**src/hdl/plm_ram.sv**
```systemverilog
module plm_ram #(
	parameter int WIDTH = 8,
	parameter int DEPTH = 256
) (
	input  logic                     clk,
	input  logic                     we,
	input  logic [$clog2(DEPTH)-1:0] waddr,
	input  logic [WIDTH-1:0]         wdata,
	input  logic [$clog2(DEPTH)-1:0] raddr,
	output logic [WIDTH-1:0]         rdata
);

	logic [WIDTH-1:0] mem [DEPTH];

	always_ff @(posedge clk) begin
		if (we) begin
			mem[waddr] <= wdata;
		end
		rdata <= mem[raddr];
	end

endmodule

```
**config.mk**
```make
export PLATFORM = sky130hd
export DESIGN_NAME = plm_ram
export DESIGN_NICKNAME = d
export VERILOG_FILES = /design/src/hdl/plm_ram.sv
export SDC_FILE = /design/constraint.sdc
export NUM_CORES = 2
export LEC_CHECK = 0
export BUFFER_PORTS_ARGS = -buffer_cell sky130_fd_sc_hd__buf_2
export CAP_MARGIN = 20
export CELL_PAD_IN_SITES_DETAIL_PLACEMENT = 0
export CELL_PAD_IN_SITES_GLOBAL_PLACEMENT = 2
export CORE_ASPECT_RATIO = 1.5
export CORE_MARGIN = 4
export CORE_UTILIZATION = 30
export DETAILED_ROUTE_END_ITERATION = 12
export PLACE_DENSITY_LB_ADDON = 0.1
export SLEW_MARGIN = 20
export SYNTH_ARGS = -nofsm -noshare
export SYNTH_HDL_FRONTEND = slang
export SYNTH_SLANG_ARGS = --single-unit
```
**constraint.sdc**
```tcl
create_clock -name clk -period 2.8 [get_ports clk]
set_clock_uncertainty 0.2 [all_clocks]
set_input_delay 0.28 -clock clk [delete_from_list [all_inputs] [get_ports clk]]
set_output_delay 0.28 -clock clk [all_outputs]
set_load 0.03 [all_outputs]
```
==> results.sh <==
export IMPL_wl_per_cell_um=30.6
export IMPL_drt_first_pass_iters=5
export IMPL_ios=34
export IMPL_port_buffers=33
export IMPL_crit_path_start_kind="flop"
export IMPL_dp_slack_ps=-1110
export IMPL_grt_pass1_wl_mm=350
export IMPL_overflow=0
export IMPL_drcViolationCount=0
export IMPL_routabilityCongestion=0.776
export IMPL_viasPerCell=4.88
export IMPL_met2_usage_pct=34.2
export IMPL_clock_path_buffers=4
export IMPL_crit_type="flop to flop"
export IMPL_dp_hpwl_mm=169
export IMPL_setup_slack_ps=34.7
export IMPL_irDropWorstVdd_mv=0.539
export IMPL_ys_types=55
export IMPL_gr_usage_met3_pct=1.98
export IMPL_period_share_pct=98.8
export IMPL_crit_chain="mux4_2 -> mux4_2 -> nor2_2 -> a2111oi_1 -> buf_4 -> nor3_2 -> buf_4 -> nor4_1"
export IMPL_drive_gt1_share_pct=33.8
export IMPL_drt_iter0_drc=2661
export IMPL_cp_slowest_cell="mux4_2"
export IMPL_vias=40000
export IMPL_grt_pass1_vias=43000
export IMPL_cap_violations=0
export IMPL_synth_edf_count=2048
export IMPL_cp_end_kind="flop"
export IMPL_worst_pin_slew_ps=872
export IMPL_core_area_um2=264000
export IMPL_slowest_delay_ps=530
export IMPL_areaGrowthSynthToFinish_pct=21.7
export IMPL_max_freq_ghz=0.362
export IMPL_ys_seq_area_share_pct=77.5
export IMPL_syn_nets=3759
export IMPL_status="completed"
export IMPL_grt_busiest_layer="met2"
export IMPL_layout_nets=4561
export IMPL_insertion_delay_ps=860
export IMPL_nFillCells=24400
export IMPL_die_area_um2=274000
export IMPL_p_total_w=0.0659
export IMPL_drv_slew=0
export IMPL_ant_nets=0
export IMPL_critPathBufInv=2
export IMPL_relSlewSlack_pct=41.9
export IMPL_rsz0062_at_grt="false"
export IMPL_antenna_found_initial=12
export IMPL_async_reset_ff_share_pct=0
export IMPL_routed_wl_mm=251
export IMPL_htreeDepth=4
export IMPL_hold_viol_final=0
export IMPL_cts_buffers=208
export IMPL_cts_sinks=2056
export IMPL_crit_family="multiplexers"
export IMPL_cts_tree="built"
export IMPL_period_needed_ps=2770
export IMPL_cts_setup_buffers=0
export IMPL_cp_required_ps=3310
export IMPL_die_y_um=639
export IMPL_yosys_most_used_dff="edfxtp_1"
export IMPL_rows=231
export IMPL_ys_seq_elements=2056
export IMPL_critical_path_arrival_ps=3280
export IMPL_cellPowerDensity_nw_per_um2=680
export IMPL_p_leak_nw=31.1
export IMPL_syn_mean_instance_area_um2=21.3
export IMPL_hold_class="input pin to flop"
export IMPL_root_buffer="clkbuf_16"
export IMPL_grt_max_degree=84
export IMPL_fp_dieW_um=428
export IMPL_grt_met1_usage_pct=22.1
export IMPL_finalSetupViolCount=0
export IMPL_yosysWarningCount=0
export IMPL_netlist_area_um2=79600
export IMPL_path_max_fanout=1
export IMPL_synthCells=3733
export IMPL_clkTransAtPathRegs_ps=70
export IMPL_grt_usage_pct=18.1
export IMPL_start_util_pct=30.1
[kinds of logic after synthesis]
kind of cell	after synthesis	synth area share (%)
muxes	591	14.6
DFF	2056	77.5
and+or+nand+nor	466	2.63
buffers and inverters	235	1.83
AOI/OAI and AO/OA	385	3.42
[per-layer routing]
layer	part of all wire [%]	vias up
li1	-	17300
met1	40	21800
met2	55	640
met3	3.0	294
met4	2.3	0
met5	0	-
[where the power goes]
| part | switching (W) | internal (W) | total [W] |
|---|---|---|---|
| Combinational | 0.00244 | 0.00157 | 0.00400 |
| Clock | 0.0119 | 0.0160 | 0.0279 |
| Sequential | 0.0000719 | 0.0339 | 0.0340 |
[per-stage QoR]
| stage | TNS [ps] | cell area, um^2 | std cells | utilization, % | hold slack (ps) |
|---|---|---|---|---|---|
| 2_1_floorplan | 0 | 79600 | 3733 | - | 179 |
| 3_3_place_gp | -7070 | 89900 | 7804 | 34.1 | 459 |
| 3_5_place_dp | -6740 | 89900 | 7804 | 34.1 | 460 |
| 4_1_cts | 0 | 96800 | 8198 | 36.7 | 5.77 |
| 5_1_grt | 0 | 96800 | 8199 | 36.7 | 77.9 |
| 6_report | 0 | 96800 | 8204 | 36.7 | 92.9 |
[synth_stat cells, types with 5 or more instances]
library cell     n  area [um^2]
clkbuf_1       111          417
mux2i_1        134         1340
o221ai_1        46          403
o21ai_0         10         50.1
nand4_1         10         62.6
nand3_1         34          170
a22oi_1        133          998
buf_2           31          155
nor2_1         282         1060
and2_1           6         37.5
buf_8           13          195
nand2b_1         8         50.1
mux4_2         454        10200
nor3_1          22          110
buf_12           8          160
dfxtp_1          8          160
a21oi_1         96          480
nor2b_1         31          194
a22o_1           8         70.1
nand2_1         33          124
a221oi_1        13          114
o22a_1           5         43.8
buf_4           27          203
buf_1           22         82.6
o22ai_1         28          175
a211oi_1        16          120
edfxtp_1      2048        61500
buf_6           21          236
o211ai_1        10         75.1
nor4_1          24          150
[sequential cells by signal, indices dropped and copies added, names as in the netlist]
signal / count
mem: 2048
rdata: 8
[worst paths after layout]
check	start	end	slack, ps	cells after the start
worst min-delay path	waddr[2]	mem[205][1]	90	5
worst min register to register	mem[112][7]	rdata[7]	970	6
worst max register to register	mem[140][1]	rdata[1]	30	8
worst max-delay path	mem[140][1]	rdata[1]	30	8
[worst min-delay path: stages]
cell and delay (ps):
buf_2 130, buf_4 170, nand3_1 130, nor2_1 60
buf_4 190
[placed cells by master (no fill, tap or decap), types with 13 or more instances in the layout]
master | Yosys | routed
a211oi_1 | 16 | 16
a21oi_1 | 96 | 96
a221oi_1 | 13 | 13
a22oi_1 | 133 | 133
buf_12 | 8 | 98
buf_2 | 31 | 20
buf_4 | 27 | 681
bufinv_16 | 0 | 23
clkbuf_1 | 111 | 46
clkbuf_16 | 0 | 213
clkinv_1 | 1 | 50
clkinv_2 | 0 | 37
dlygate4sd3_1 | 0 | 16
edfxtp_1 | 2048 | 2048
mux2i_1 | 134 | 134
mux4_2 | 454 | 454
nand2_1 | 33 | 33
nand3_1 | 34 | 25
nor2_1 | 282 | 278
nor2b_1 | 31 | 28
nor3_1 | 22 | 17
nor4_1 | 24 | 17
o221ai_1 | 46 | 46
o22ai_1 | 28 | 28
[area by class of cell]
class / instances / area, um^2 / share of cell area (%)
Clock inverter: 119 / 1140 / 1.18
Antenna cell: 6 / 15.0 / 0.0155
Inverter: 2 / 7.51 / 0.00775
Timing Repair Buffer: 825 / 7480 / 7.73
Clock buffer: 259 / 5500 / 5.68
Tap cell: 3495 / 4370 / 4.52
Sequential cell: 2056 / 61700 / 63.7
Multi-Input combinational cell: 1442 / 16600 / 17.2
[repair_timing]
action,CTS,global route
endpoints found under the setup margin,6,0
hold endpoints to repair,1701,0
gates resized for setup,14,0
hold buffers,16,0
Power figures use the tool's default switching activity.
