--- config.mk ---
export PLATFORM = sky130hd
export DESIGN_NAME = plm_arith
export DESIGN_NICKNAME = d
export VERILOG_FILES = /design/src/hdl/plm_pkg.sv /design/src/hdl/plm_arith.sv
export SDC_FILE = /design/constraint.sdc
export NUM_CORES = 2
export LEC_CHECK = 0
export BUFFER_PORTS_ARGS = -buffer_cell sky130_fd_sc_hd__buf_2
export CAP_MARGIN = 10
export CORE_AREA = 4 4 355 357
export DETAILED_ROUTE_END_ITERATION = 10
export DIE_AREA = 0 0 359 361
export PLACE_DENSITY = 0.78
export SLEW_MARGIN = 20
export SYNTH_ARGS = -nofsm -noshare
export SYNTH_HDL_FRONTEND = slang
export SYNTH_SLANG_ARGS = --single-unit
--- constraint.sdc ---
create_clock -name clk -period 16.6 [get_ports clk]
set_input_delay 2.49 -clock clk [delete_from_list [all_inputs] [get_ports clk]]
set_output_delay 2.49 -clock clk [all_outputs]
set_load 0.05 [all_outputs]
--- src/hdl/plm_pkg.sv ---
package plm_pkg;

	localparam logic [63:0] MAX64 = 64'hFFFF_FFFF_FFFF_FFFF;
	localparam logic [47:0] MAX48 = 48'hFFFF_FFFF_FFFF;
	localparam logic [31:0] MAX32 = 32'hFFFF_FFFF;

	typedef struct packed {
		logic [31:0] count;
		logic [31:0] mean;
		logic [15:0] min_v;
		logic [15:0] max_v;
		logic [47:0] isum;
		logic [47:0] xsum;
		logic [47:0] ysum;
		logic [63:0] m2;
		logic [63:0] m3;
		logic [63:0] m4;
		logic [63:0] var_v;
	} rec_t;

	typedef struct packed {
		logic start;
		logic is_div;
		logic sh16;
	} ar_req_t;

	typedef struct packed {
		logic        neg;
		logic [63:0] mag;
	} sv_t;

endpackage

--- src/hdl/plm_arith.sv ---
module plm_arith (
	input  logic              clk,
	input  logic              arst_n,
	input  plm_pkg::ar_req_t  req,
	input  logic [63:0]       a,
	input  logic [63:0]       b,
	output logic              done,
	output logic [63:0]       result
);

	import plm_pkg::*;

	localparam logic [1:0] A_IDLE = 2'd0;
	localparam logic [1:0] A_MUL  = 2'd1;
	localparam logic [1:0] A_DIV  = 2'd2;

	logic [1:0]   state_q;
	logic [5:0]   cnt_q;
	logic         done_q;
	logic [63:0]  a_q;
	logic [63:0]  b_q;
	logic         sh16_q;
	logic [63:0]  p_q;
	logic [1:0]   pidx_q;
	logic [127:0] acc_q;
	logic [63:0]  num_q;
	logic [32:0]  rem_q;
	logic [63:0]  res_q;

	logic [31:0]  a_half;
	logic [31:0]  b_half;
	logic [63:0]  p_nxt;
	logic [127:0] p_ext;
	logic [127:0] acc_nxt;
	logic [63:0]  mul_sat;
	logic [33:0]  trial;
	logic [33:0]  diff;
	logic         ge;
	logic [32:0]  rem_nxt;

	always_comb begin
		a_half = cnt_q[0] ? a_q[63:32] : a_q[31:0];
		b_half = cnt_q[1] ? b_q[63:32] : b_q[31:0];
		p_nxt = {32'b0, a_half} * {32'b0, b_half};
		case (pidx_q)
			2'd0: p_ext = {64'b0, p_q};
			2'd3: p_ext = {p_q, 64'b0};
			default: p_ext = {32'b0, p_q, 32'b0};
		endcase
		acc_nxt = acc_q + p_ext;
		if (sh16_q) begin
			mul_sat = (acc_nxt[127:80] != '0) ? MAX64 : acc_nxt[79:16];
		end else begin
			mul_sat = (acc_nxt[127:64] != '0) ? MAX64 : acc_nxt[63:0];
		end
		trial = {rem_q, num_q[63]};
		diff = trial - {1'b0, b_q[32:0]};
		ge = trial >= {1'b0, b_q[32:0]};
		rem_nxt = ge ? diff[32:0] : trial[32:0];
	end

	always_ff @(posedge clk or negedge arst_n) begin
		if (!arst_n) begin
			state_q <= A_IDLE;
			cnt_q <= '0;
			done_q <= 1'b0;
		end else begin
			done_q <= 1'b0;
			case (state_q)
				A_IDLE: begin
					cnt_q <= '0;
					if (req.start) begin
						state_q <= req.is_div ? A_DIV : A_MUL;
					end
				end
				A_MUL: begin
					cnt_q <= cnt_q + 6'd1;
					if (cnt_q == 6'd4) begin
						done_q <= 1'b1;
						state_q <= A_IDLE;
					end
				end
				A_DIV: begin
					cnt_q <= cnt_q + 6'd1;
					if (cnt_q == 6'd63) begin
						done_q <= 1'b1;
						state_q <= A_IDLE;
					end
				end
				default: begin
					state_q <= A_IDLE;
				end
			endcase
		end
	end

	always_ff @(posedge clk) begin
		case (state_q)
			A_IDLE: begin
				if (req.start) begin
					a_q <= a;
					b_q <= b;
					sh16_q <= req.sh16;
					acc_q <= '0;
					num_q <= a;
					rem_q <= '0;
				end
			end
			A_MUL: begin
				p_q <= p_nxt;
				pidx_q <= cnt_q[1:0];
				if (cnt_q != 6'd0) begin
					acc_q <= acc_nxt;
				end
				if (cnt_q == 6'd4) begin
					res_q <= mul_sat;
				end
			end
			A_DIV: begin
				num_q <= {num_q[62:0], ge};
				rem_q <= rem_nxt;
				if (cnt_q == 6'd63) begin
					res_q <= {num_q[62:0], ge};
				end
			end
			default: begin
			end
		endcase
	end

	assign done = done_q;
	assign result = res_q;

endmodule

==> results.sh <==
export IMPL_status="finished clean"
export IMPL_ys_types=92
export IMPL_rows=129
export IMPL_synth_nets=8232
export IMPL_reg2regPathDepth=32
export IMPL_slew_viol_final=0
export IMPL_initial_utilization_pct=51.5
export IMPL_cts_setup_buffers=0
export IMPL_first_iter_violations=5414
export IMPL_via_per_inst=6.17
export IMPL_synth_edf_count=484
export IMPL_io_pins=198
export IMPL_dr_pass1_iters=7
export IMPL_yosys_register_bits=493
export IMPL_holdPathStages=1
export IMPL_grt_max_degree=97
export IMPL_post_drt_wl_per_cell_microns=27.2
export IMPL_fin_crit_sh_pct=62.2
export IMPL_drc=0
export IMPL_crit_path_end_kind="flip-flop"
export IMPL_place_ws_ns=6.40
export IMPL_worst_pin_slew_ns=1.13
export IMPL_synth_most_common_cell="inv_1"
export IMPL_worstSetupPathType="reg -> reg"
export IMPL_drt_wl_total_microns=231000
export IMPL_cts_repair_resized=0
export IMPL_async_flop_share_pct=1.83
export IMPL_vias=52428
export IMPL_multi_input_area_sq_um=43900
export IMPL_hold_violations=0
export IMPL_dieArea_sq_um=130000
export IMPL_place_gp_congestion=1.04
export IMPL_yosysWarnings=0
export IMPL_grtUsageTotal_pct=35.2
export IMPL_grt_pass1_wl_microns=341000
export IMPL_clkTransAtPathRegs_ns=0.06
export IMPL_drv_cap=0
export IMPL_fin_nets=8278
export IMPL_synth_common_cells="1011 x inv_1, 898 x fa_1, 874 x nor2_1, 691 x nand2_1, 484 x edfxtp_1"
export IMPL_core_area_sq_um=123000
export IMPL_insertion_delay_ns=0.71
export IMPL_setup_viol=0
export IMPL_hp_class="reg -> reg"
export IMPL_crit_arrival_ns=10.77
export IMPL_n_fill_cell=10886
export IMPL_cts_tree="built"
export IMPL_slew_headroom_pct=24.4
export IMPL_cpMostUsedCell="fa_1"
export IMPL_cts_buffer_depth=3
export IMPL_fin_worst_skew_ns=0.0419
export IMPL_dieHeight_microns=361
export IMPL_fmax_mhz=96.9
export IMPL_die_width_microns=359
export IMPL_place_inst=8393
export IMPL_synth_seq_area_share_pct=23.3
export IMPL_cts_max_level=2
export IMPL_area_growth_synth_to_final_pct=7.96
export IMPL_ant_nets=0
export IMPL_min_to="num_q[48]"
export IMPL_drive_above_1_share_pct=8.81
export IMPL_yosysTopAreaCell="fa_1"
export IMPL_holdBufCountCts=0
export IMPL_hold_start="num_q[47]"
export IMPL_synth_ff_type="edfxtp_1"
export IMPL_grt_pass1_vias=53243
export IMPL_dp_final_hpwl_microns=185000
export IMPL_start_kind="flip-flop"
export IMPL_cts_made_buffers=58
export IMPL_r2r_slack_ns=6.28
export IMPL_io_buffer_count=197
export IMPL_final_cell_area_sq_um=68400
export IMPL_antenna_found_initial=7
export IMPL_worst_path_max_fanout=63
export IMPL_tns_ns=0
export IMPL_critPathSlowestCell="buf_4"
export IMPL_synthCells=6770
export IMPL_grt_overflow=0
export IMPL_synthTopCellsByArea="fa_1 28%, edfxtp_1 23%, ha_1 8.5%, inv_1 6.0%, nor2_1 5.2%"
export IMPL_synth_area_sq_um=63400
export IMPL_final_seq_area_sq_um=14800
export IMPL_rr_startpoint="cnt_q[0]"
export IMPL_cts_sinks=493
export IMPL_yosysTopAreaCellShare_pct=28.4
export IMPL_avgSynthCellArea_sq_um=9.36
export IMPL_setup_ws_ns=6.28
export IMPL_placed_area_sq_um=66300
export IMPL_cp_slowest_stage_delay_ns=0.85
export IMPL_period_needed_ns=10.32
export IMPL_r2r_end="p_q[57]"
export IMPL_rsz0062_at_grt="false"
export IMPL_required_ns=17.05
export IMPL_layoutNonFillerInstCount=8504
export IMPL_root_buffer="clkbuf_16"
[cell usage in the layout, fill, tap and decap left out, types with 55 or more instances in the layout]
cell	count
fa_1	898
nor3_1	69
ha_1	428
xor2_1	70
nor2_1	874
and2_1	165
nand4_1	81
buf_4	114
clkbuf_16	58
buf_2	197
edfxtp_1	484
nand2_1	690
a22o_1	64
inv_1	1011
xnor2_1	124
o21ai_0	201
nand3_1	76
o22ai_1	55
a21o_1	104
mux2_2	98
a32oi_1	66
a21oi_1	310
[metal layers]
layer	GRT usage (%)	up-vias	share of wire, %
met4	22.3	0	8.1
li1	-	22425	-
met1	44.1	25859	36
met3	7.77	849	11
met2	55.8	3295	45
met5	0.109	-	0
[how the worst max path moves through the flow]
stage / from / cells past startpoint / slack, ns / end
after floorplan: state_q[1] / 6 / 6.74 / acc_q[0]
after global placement: cnt_q[1] / 35 / 6.52 / p_q[57]
after detailed placement: cnt_q[0] / 32 / 6.40 / p_q[57]
after CTS: cnt_q[1] / 35 / 6.38 / p_q[57]
after global routing: cnt_q[1] / 35 / 5.85 / p_q[57]
final: cnt_q[0] / 32 / 6.28 / p_q[57]
[stage by stage]
| step | hold WS (ns) | util, % |
|---|---|---|
| 4_1_cts | 0.579 | 55.6 |
| 2_1_floorplan | 0.449 | - |
| 3_5_place_dp | 0.568 | 53.9 |
| 3_3_place_gp | 0.556 | 53.9 |
| 5_1_grt | 0.593 | 55.6 |
| 6_report | 0.570 | 55.6 |
[state kept, by name (all words and copies together), names as in the netlist]
signal   flops
cnt_q        6
b_q         64
state_q      2
acc_q      128
pidx_q       2
p_q         64
sh16_q       1
num_q       64
a_q         64
result      64
rem_q       33
done         1
[area by class of cell]
type	count	share of cell area, %
Antenna cell	2	0.00732
Sequential cell	493	21.6
Clock inverter	38	0.818
Multi-Input combinational cell	4940	64.1
Timing Repair Buffer	311	2.69
Tap cell	1637	2.99
Clock buffer	71	2.24
Inverter	1012	5.55
[kinds of logic after synthesis]
kind of cell	share of synthesized area (%)
AO/OA/AOI/OAI	11.8
XOR/XNOR	2.68
adder cells (fa/ha/maj)	36.9
buffers and inverters	8.03
flip-flops	23.3
multiplexers	2.74
AND/OR/NAND/NOR	14.6
[critical path: cells and delay by family (launching register included)]
family | cells | cell delay, ns
compound gates | 9 | 2.24
xor+xnor | 1 | 0.08
fa+ha+maj | 9 | 4.42
buf+inv | 8 | 1.60
flops | 1 | 0.45
mux | 1 | 0.30
simple gates | 4 | 0.93
Power is left out: the tool's default activity adds up to more than one toggle a clock period on the data nets, which glitch-free logic cannot reach.
